### src/design/sfd_pkg.sv
// sfd_pkg: shared constants, state encoding and control structs of the slip frame decoder
// no dependencies; used by every module of the block
package sfd_pkg;

  localparam int unsigned STORE_DEPTH = 64;
  localparam int unsigned LEN_W       = 7;

  localparam logic [LEN_W-1:0] MAX_LEN_RESET = 7'd64;

  localparam logic [7:0] CODE_END     = 8'hC0;
  localparam logic [7:0] CODE_ESC     = 8'hDB;
  localparam logic [7:0] CODE_ESC_END = 8'hDC;
  localparam logic [7:0] CODE_ESC_ESC = 8'hDD;

  typedef enum logic [0:0] {
    ST_IDLE,
    ST_DRAIN
  } state_e;

  // controller to datapath
  typedef struct packed {
    logic take_byte;
    logic read_step;
  } cmd_t;

  // datapath to controller
  typedef struct packed {
    logic start_drain;
    logic read_last;
    logic out_free;
  } status_t;

endpackage

### src/design/sfd_if.sv
// sfd_rx_if and sfd_frame_if: valid/ready channels of the slip frame decoder
// no dependencies
interface sfd_rx_if;
  logic       valid;
  logic       ready;
  logic [7:0] rx_byte;

  modport source (output valid, output rx_byte, input ready);
  modport sink (input valid, input rx_byte, output ready);
endinterface

interface sfd_frame_if;
  logic       valid;
  logic       ready;
  logic [7:0] frame_byte;
  logic       frame_last;

  modport source (output valid, output frame_byte, output frame_last, input ready);
  modport sink (input valid, input frame_byte, input frame_last, output ready);
endinterface

### src/design/sfd_ctrl.sv
// sfd_ctrl: state machine that sequences word intake and frame drain
// depends on sfd_pkg
module sfd_ctrl (
  input  logic             clk_i,
  input  logic             rst_ni,
  input  logic             in_valid_i,
  output logic             in_ready_o,
  input  sfd_pkg::status_t status_i,
  output sfd_pkg::cmd_t    cmd_o
);

  sfd_pkg::state_e state_q, state_d;

  always_ff @(posedge clk_i or negedge rst_ni) begin
    if (!rst_ni) begin
      state_q <= sfd_pkg::ST_IDLE;
    end else begin
      state_q <= state_d;
    end
  end

  always_comb begin
    state_d = state_q;
    unique case (state_q)
      sfd_pkg::ST_IDLE: begin
        if (in_valid_i && status_i.start_drain) begin
          state_d = sfd_pkg::ST_DRAIN;
        end
      end
      sfd_pkg::ST_DRAIN: begin
        if (status_i.out_free && status_i.read_last) begin
          state_d = sfd_pkg::ST_IDLE;
        end
      end
      default: state_d = sfd_pkg::ST_IDLE;
    endcase
  end

  always_comb begin
    in_ready_o      = 1'b0;
    cmd_o.take_byte = 1'b0;
    cmd_o.read_step = 1'b0;
    unique case (state_q)
      sfd_pkg::ST_IDLE: begin
        in_ready_o      = 1'b1;
        cmd_o.take_byte = in_valid_i;
      end
      sfd_pkg::ST_DRAIN: begin
        cmd_o.read_step = status_i.out_free;
      end
      default: begin
        in_ready_o = 1'b0;
      end
    endcase
  end

  // no word is taken while a drain is running
  a_no_start_in_drain: assert property (@(posedge clk_i) disable iff (!rst_ni)
    (state_q == sfd_pkg::ST_DRAIN) |-> !cmd_o.take_byte)
    else $error("word taken during drain");

  // the last read of a drain returns the controller to intake
  a_last_ends_drain: assert property (@(posedge clk_i) disable iff (!rst_ni)
    (cmd_o.read_step && status_i.read_last) |=> (state_q == sfd_pkg::ST_IDLE))
    else $error("drain did not end after last read");

endmodule

### src/design/sfd_datapath.sv
// sfd_datapath: escape flag, fill count, frame store memory and output register
// depends on sfd_pkg
module sfd_datapath #(
  parameter int unsigned STORE_DEPTH = sfd_pkg::STORE_DEPTH
) (
  input  logic                     clk_i,
  input  logic                     rst_ni,
  input  logic                     cfg_we_i,
  input  logic [sfd_pkg::LEN_W-1:0] cfg_data_i,
  input  logic [7:0]               rx_byte_i,
  output logic                     out_valid_o,
  input  logic                     out_ready_i,
  output logic [7:0]               frame_byte_o,
  output logic                     frame_last_o,
  input  sfd_pkg::cmd_t            cmd_i,
  output sfd_pkg::status_t         status_o
);

  localparam int unsigned CW = $clog2(STORE_DEPTH + 1);
  localparam int unsigned IW = $clog2(STORE_DEPTH);
  localparam logic [sfd_pkg::LEN_W-1:0] DEPTH_LEN = sfd_pkg::LEN_W'(STORE_DEPTH);

  logic [sfd_pkg::LEN_W-1:0] max_len_q;
  logic                      esc_q, esc_d;
  logic [CW-1:0]             fill_q, fill_d;
  logic [CW-1:0]             rd_cnt_q, rd_cnt_d;
  logic                      out_valid_q, out_valid_d;
  logic                      out_last_q;
  logic [7:0]                rd_data_q;
  logic [7:0]                mem [STORE_DEPTH];

  logic [sfd_pkg::LEN_W-1:0] limit;
  logic                      full;
  logic                      data_byte;
  logic [7:0]                data_val;
  logic                      wr_en;

  assign limit = (max_len_q > DEPTH_LEN) ? DEPTH_LEN : max_len_q;
  assign full  = (sfd_pkg::LEN_W'(fill_q) >= limit);

  // classify the accepted word
  always_comb begin
    data_byte = 1'b0;
    data_val  = rx_byte_i;
    if (esc_q) begin
      if (rx_byte_i == sfd_pkg::CODE_ESC_END) begin
        data_byte = 1'b1;
        data_val  = sfd_pkg::CODE_END;
      end else if (rx_byte_i == sfd_pkg::CODE_ESC_ESC) begin
        data_byte = 1'b1;
        data_val  = sfd_pkg::CODE_ESC;
      end
    end else if (rx_byte_i != sfd_pkg::CODE_ESC && rx_byte_i != sfd_pkg::CODE_END) begin
      data_byte = 1'b1;
    end
  end

  assign wr_en = cmd_i.take_byte && data_byte && !full;

  assign status_o.start_drain = !esc_q && (rx_byte_i == sfd_pkg::CODE_END) && (fill_q != '0);
  assign status_o.read_last   = ((rd_cnt_q + CW'(1)) == fill_q);
  assign status_o.out_free    = !out_valid_q || out_ready_i;

  always_comb begin
    esc_d       = esc_q;
    fill_d      = fill_q;
    rd_cnt_d    = rd_cnt_q;
    out_valid_d = out_valid_q;
    if (out_valid_q && out_ready_i) begin
      out_valid_d = 1'b0;
    end
    if (cmd_i.take_byte) begin
      if (esc_q) begin
        esc_d = 1'b0;
        if (!data_byte || full) begin
          fill_d = '0;
        end else begin
          fill_d = fill_q + CW'(1);
        end
      end else if (rx_byte_i == sfd_pkg::CODE_ESC) begin
        esc_d = 1'b1;
      end else if (rx_byte_i == sfd_pkg::CODE_END) begin
        fill_d = fill_q;
      end else if (full) begin
        fill_d = '0;
      end else begin
        fill_d = fill_q + CW'(1);
      end
    end
    if (cmd_i.read_step) begin
      out_valid_d = 1'b1;
      if (status_o.read_last) begin
        rd_cnt_d = '0;
        fill_d   = '0;
      end else begin
        rd_cnt_d = rd_cnt_q + CW'(1);
      end
    end
  end

  always_ff @(posedge clk_i or negedge rst_ni) begin
    if (!rst_ni) begin
      max_len_q   <= sfd_pkg::MAX_LEN_RESET;
      esc_q       <= 1'b0;
      fill_q      <= '0;
      rd_cnt_q    <= '0;
      out_valid_q <= 1'b0;
    end else begin
      if (cfg_we_i) begin
        max_len_q <= cfg_data_i;
      end
      esc_q       <= esc_d;
      fill_q      <= fill_d;
      rd_cnt_q    <= rd_cnt_d;
      out_valid_q <= out_valid_d;
    end
  end

  // frame store, registered read
  always_ff @(posedge clk_i) begin
    if (wr_en) begin
      mem[fill_q[IW-1:0]] <= data_val;
    end
    if (cmd_i.read_step) begin
      rd_data_q  <= mem[rd_cnt_q[IW-1:0]];
      out_last_q <= status_o.read_last;
    end
  end

  assign out_valid_o  = out_valid_q;
  assign frame_byte_o = rd_data_q;
  assign frame_last_o = out_last_q;

  a_fill_bound: assert property (@(posedge clk_i) disable iff (!rst_ni)
    fill_q <= CW'(STORE_DEPTH))
    else $error("fill count beyond store depth");

  a_read_nonempty: assert property (@(posedge clk_i) disable iff (!rst_ni)
    cmd_i.read_step |-> (fill_q != '0) && (rd_cnt_q < fill_q))
    else $error("read beyond stored frame");

  a_drain_clears: assert property (@(posedge clk_i) disable iff (!rst_ni)
    (cmd_i.read_step && status_o.read_last) |=> (fill_q == '0) && out_valid_q && out_last_q)
    else $error("last read did not clear store");

  a_no_overlap: assert property (@(posedge clk_i) disable iff (!rst_ni)
    !(cmd_i.take_byte && cmd_i.read_step))
    else $error("intake and drain at once");

endmodule

### src/design/slip_frame_decoder_top.sv
// slip_frame_decoder_top: slip frame decoder, controller plus datapath
// depends on sfd_pkg, sfd_if (sfd_rx_if, sfd_frame_if), sfd_ctrl, sfd_datapath
//
//  channel   | dir | payload                    | accepted when
//  ----------+-----+----------------------------+----------------------------
//  rx_i      | in  | rx_byte[7:0]               | rx_i.valid && rx_i.ready
//  frame_o   | out | frame_byte[7:0], frame_last | frame_o.valid && frame_o.ready
//  cfg       | in  | cfg_data_i[6:0]            | cfg_we_i
//
// a received word is taken while the block is not draining a frame
// an END word that closes a non-empty frame starts a drain: one stored word per
// cycle is read from the frame store through its single read port into the output
// register while the output is not stalled, so rx_i.ready stays low during the drain
// a stalled output holds the drain; rx_i.ready returns once the last word is read
// reset clears escape flag, fill count and output valid; the store itself is not cleared

module slip_frame_decoder_top #(
  parameter int unsigned STORE_DEPTH = sfd_pkg::STORE_DEPTH
) (
  input  logic                      clk_i,
  input  logic                      rst_ni,
  input  logic                      cfg_we_i,
  input  logic [sfd_pkg::LEN_W-1:0] cfg_data_i,
  sfd_rx_if.sink                    rx_i,
  sfd_frame_if.source               frame_o
);

  // command and status between controller and datapath
  sfd_pkg::cmd_t    cmd;
  sfd_pkg::status_t status;

  sfd_ctrl u_ctrl (
    .clk_i      (clk_i),
    .rst_ni     (rst_ni),
    .in_valid_i (rx_i.valid),
    .in_ready_o (rx_i.ready),
    .status_i   (status),
    .cmd_o      (cmd)
  );

  sfd_datapath #(
    .STORE_DEPTH (STORE_DEPTH)
  ) u_datapath (
    .clk_i        (clk_i),
    .rst_ni       (rst_ni),
    .cfg_we_i     (cfg_we_i),
    .cfg_data_i   (cfg_data_i),
    .rx_byte_i    (rx_i.rx_byte),
    .out_valid_o  (frame_o.valid),
    .out_ready_i  (frame_o.ready),
    .frame_byte_o (frame_o.frame_byte),
    .frame_last_o (frame_o.frame_last),
    .cmd_i        (cmd),
    .status_o     (status)
  );

endmodule
### src/flat_wrapper.sv
// flat-port wrapper written by rule: the top's interface ports become plain ports
module slip_frame_decoder_top_flat 
#(
  parameter int unsigned STORE_DEPTH = sfd_pkg::STORE_DEPTH
)
  (clk_i, rst_ni, cfg_we_i, cfg_data_i, rx_i_valid, rx_i_rx_byte, rx_i_ready, frame_o_valid, frame_o_frame_byte, frame_o_frame_last, frame_o_ready);
  sfd_rx_if rx_i_i ();
  sfd_frame_if frame_o_i ();
  input  logic clk_i;
  input  logic rst_ni;
  input  logic cfg_we_i;
  input  logic [sfd_pkg::LEN_W-1:0] cfg_data_i;
  input wire logic [$bits(rx_i_i.valid)-1:0] rx_i_valid;
  input wire logic [$bits(rx_i_i.rx_byte)-1:0] rx_i_rx_byte;
  output wire logic [$bits(rx_i_i.ready)-1:0] rx_i_ready;
  output wire logic [$bits(frame_o_i.valid)-1:0] frame_o_valid;
  output wire logic [$bits(frame_o_i.frame_byte)-1:0] frame_o_frame_byte;
  output wire logic [$bits(frame_o_i.frame_last)-1:0] frame_o_frame_last;
  input wire logic [$bits(frame_o_i.ready)-1:0] frame_o_ready;
  assign rx_i_i.valid = rx_i_valid;
  assign rx_i_i.rx_byte = rx_i_rx_byte;
  assign rx_i_ready = rx_i_i.ready;
  assign frame_o_valid = frame_o_i.valid;
  assign frame_o_frame_byte = frame_o_i.frame_byte;
  assign frame_o_frame_last = frame_o_i.frame_last;
  assign frame_o_i.ready = frame_o_ready;
  slip_frame_decoder_top #(.STORE_DEPTH(STORE_DEPTH)) u_core (.clk_i(clk_i), .rst_ni(rst_ni), .cfg_we_i(cfg_we_i), .cfg_data_i(cfg_data_i), .rx_i(rx_i_i), .frame_o(frame_o_i));
endmodule
### config.mk
export PLATFORM = sky130hd
export DESIGN_NAME = slip_frame_decoder_top_flat
export DESIGN_NICKNAME = d
export VERILOG_FILES = /design/src/design/sfd_pkg.sv /design/src/design/sfd_if.sv /design/src/design/sfd_ctrl.sv /design/src/design/sfd_datapath.sv /design/src/design/slip_frame_decoder_top.sv /design/src/flat_wrapper.sv
export SDC_FILE = /design/constraint.sdc
export NUM_CORES = 1
export LEC_CHECK = 0
export BUFFER_PORTS_ARGS = -buffer_cell sky130_fd_sc_hd__buf_2
export CAP_MARGIN = 0
export CORE_MARGIN = 2
export CORE_UTILIZATION = 44
export DETAILED_ROUTE_END_ITERATION = 6
export GPL_ROUTABILITY_DRIVEN = 1
export PLACE_DENSITY = 0.59
export SYNTH_ARGS = -nofsm -noshare
export SYNTH_HDL_FRONTEND = slang
export SYNTH_SLANG_ARGS = --single-unit
### constraint.sdc
create_clock -name clk_i -period 3.28 [get_ports clk_i]
set_input_delay 0.656 -clock clk_i [delete_from_list [all_inputs] [get_ports clk_i]]
set_output_delay 0.656 -clock clk_i [all_outputs]
set_load 0.005 [all_outputs]
==> impl_metrics.toml <==
[cts]
clk_pin_slew_ns = 0.06
clock_sinks = 545
cts_setup_buffers = 0
worstSkewPairLatency_ns = 0.61
cts_hold_buf = 0
numCtsBuffers = 56
cts-root-buf = "clkbuf_16"
cts.path.max_buffers = 3
cts_tree = "yes"
cts_max_level = 2
ctsResizeCount = 0

[global_route]
grt_pass1_wl_um = 73900
grt_max_degree = 68
antenna_found_initial = 1
grt.overflow.total = 0
grt_util_all_layers_pct = 20.2
grt_pass1_vias = 11000

[power]
share_seq_of_total_power_pct = 41.2
p_total_mw = 19.9
power_density_mw_per_mm2 = 794
p_leak_nw = 8.09
pwr-share-comb_pct = 27.1
clkPwrFrac_pct = 31.7
ir_drop_v = 0.000474
p_int_mw = 14.1
switching_share_pct = 28.8
switching_power_mw = 5.71

[worst_hold_path]
hold_path_class = "input pin to asynchronous set/reset pin"

[sta]
hold_ws_ns = 0.0362
slew_violations = 0
final_hold_viol_count = 0
tightestPinTransition_ns = 0.865
setup_violations = 0
fin_setup_tns_ns = 0
max_freq_ghz = 0.316
fin_crit_sh_pct = 96.4
period_minus_slack_ns = 3.16
clock_skew_ns = 0.0255
fin_ws_ns = 0.118
rsz0062_at_grt = "false"
slew_headroom_pct = 42.3

[setup_path]
reg2reg_to = "u_core.u_datapath.mem[48][2]$_DFFE_PP_"
worstPathCellList = "inv_1 -> nand2_1 -> ha_1 -> a21o_1 -> a31oi_1 -> o221a_2 -> buf_4 -> nand3_1 -> or4_1 -> nor2_1 -> buf_4"
critPathRequiredTime_ns = 3.58
r2r-start = "u_core.u_datapath.max_len_q[6]$_DFFE_PN1P_"
worstPathArrival_ns = 3.46
cp-start-kind = "register"
worst_r2r_path_depth = 11
r2r_setup_slack_ns = 0.12
path_class = "register to register"
slowest_stage = "or4_1"
worst_path_largest_cell_delay_ns = 0.74
end_kind = "register"
path_common_cell = "buf_4"
cp_max_fo = 8

[finish]
area_delta_synth_final_pct = 15.2
final_common_cell = "edfxtp_1"
n_antenna_cell = 0
layout_common_cells = "edfxtp_1, mux4_2, buf_4, nor2_1, clkbuf_16"
design_area_mm2 = 0.0250
nets = 1203
drive_gt1_share_pct = 30.5
fin_util_pct = 51.2
final_cells = 1880

[run]
cap_violations = 0

[die]
die_area_mm2 = 0.0511
core_area_mm2 = 0.0488
dieHeight_um = 226
start_util_pct = 44.4
pin_count = 31
rows = 81
die_w_um = 226

[synth]
yosys.area.top_type = "edfxtp_1"
yosys-top-cells-area = "edfxtp_1, mux4_2, dfrtp_1"
synthCells = 1060
synth_seq_cells = 545
synth.distinct_cells = 48
ys.flop_type = "edfxtp_1"
synthArstFlopShare_pct = 4.40
syn_nets = 1090
synth_top_area_share_pct = 72.1
yosys_warnings = 0
synth_area_mm2 = 0.0217
synth_edf_count = 521
seq_area_frac_synth_pct = 74.9
syn_area_per_cell_um2 = 20.5

[drt]
routed-via-count = 10600
ant_nets = 0
avgViaCountPerCell = 5.62
drtIter0Drc = 1151
wl_per_cell_um = 26.5
routed_wl_um = 49900
drc = 0
first_pass_iters = 5

[outcome]
outcome = "finished clean"

[placement]
gp_congestion = 0.794
io_buffers = 30
hpwl_um = 30700
dp_cells = 1779
dp_slack_ns = 0.123
post_dp_cell_area_mm2 = 0.0232
==> kinds of logic after synthesis <==
family,count (synthesis),share of synthesized area [%]
XOR/XNOR,13,0.525
buffers and inverters,74,1.74
adder cells (fa/ha/maj),10,0.577
flip-flops,545,74.9
AND/OR/NAND/NOR,165,3.61
multiplexers,169,16.2
AO/OA/AOI/OAI,84,2.50
==> sequential cells by signal, summed over array words and instances, names as in the netlist <==
register	count
u_core.u_datapath.mem	512
u_core.u_datapath.frame_byte_o	8
u_core.u_datapath.fill_q	7
u_core.u_datapath.max_len_q	7
u_core.u_datapath.rd_cnt_q	7
u_core.u_ctrl.state_q	1
u_core.u_datapath.esc_q	1
u_core.u_datapath.frame_last_o	1
u_core.u_datapath.out_valid_o	1
==> Yosys cell counts, types with 2 or more instances <==
library cell	count
dfrtp_1	23
mux2_2	8
and3_1	2
a21oi_1	9
nand2b_1	5
nand4_2	3
or4_1	5
xnor2_1	7
nand3b_1	3
nand3_1	9
xor2_1	6
o21ai_0	25
nor2b_1	4
o21a_1	3
nor2_1	81
o21ai_1	16
buf_4	4
nand4_1	4
buf_2	20
and2_1	3
or3_1	4
mux4_2	144
nor3b_1	2
a22o_1	3
nand2_1	28
ha_1	10
a21o_1	4
nor3_1	6
clkbuf_1	25
edfxtp_1	521
a221oi_1	17
inv_1	9
buf_6	8
mux2i_1	17
buf_1	8
a31oi_1	2
==> worst max path at each step <==
stage                                             end                                  startpoint  depth (start not counted)  slack [ns]
3_5_place_dp   u_core.u_datapath.mem[14][2]$_DFFE_PP_  u_core.u_datapath.max_len_q[6]$_DFFE_PN1P_                         10        0.12
5_1_grt        u_core.u_datapath.mem[28][4]$_DFFE_PP_  u_core.u_datapath.max_len_q[6]$_DFFE_PN1P_                         10       0.008
4_1_cts         u_core.u_datapath.mem[6][3]$_DFFE_PP_  u_core.u_datapath.max_len_q[6]$_DFFE_PN1P_                         10        0.10
2_1_floorplan  u_core.u_datapath.mem[48][0]$_DFFE_PP_       u_core.u_datapath.fill_q[0]$_DFF_PN0_                         10        0.36
6_report       u_core.u_datapath.mem[48][2]$_DFFE_PP_  u_core.u_datapath.max_len_q[6]$_DFFE_PN1P_                         11        0.12
3_3_place_gp   u_core.u_datapath.mem[48][5]$_DFFE_PP_  u_core.u_datapath.max_len_q[6]$_DFFE_PN1P_                         11        0.16
==> critical path: cells and delay by family (launching register included) <==
kind | cells | cell delay (ns)
adders and majority gates | 1 | 0.24
and+or+nand+nor | 4 | 1.12
DFF | 1 | 0.53
AOI/OAI and AO/OA | 3 | 0.58
buffers and inverters | 3 | 0.37
==> routing by layer <==
metal / vias up / part of all wire, % / GRT usage [%]
met5: - / 0 / 0
met1: 5575 / 43 / 28.3
met2: 309 / 49 / 32.9
met4: 0 / 2.5 / 5.56
li1: 4592 / - / -
met3: 81 / 5.3 / 3.50
==> final cells by class <==
| class | count | area [um^2] |
|---|---|---|
| Tap cell | 664 | 831 |
| Fill cell | 3946 | 23900 |
| Timing Repair Buffer | 120 | 976 |
| Clock inverter | 34 | 344 |
| Clock buffer | 67 | 1460 |
| Sequential cell | 545 | 16300 |
| Inverter | 9 | 33.8 |
| Multi-Input combinational cell | 441 | 5090 |
==> power by group through the flow <==
stage / registers, mW / logic (mW) / clock network (mW)
CTS: 8.19 / 5.46 / 6.42
floorplan: 8.09 / 3.78 / 0
detailed placement: 8.33 / 5.45 / 0
finish: 8.18 / 5.38 / 6.30
global placement: 8.33 / 5.43 / 0
global route: 8.22 / 5.74 / 6.68
Note: power is estimated with default switching activity, not from simulation.
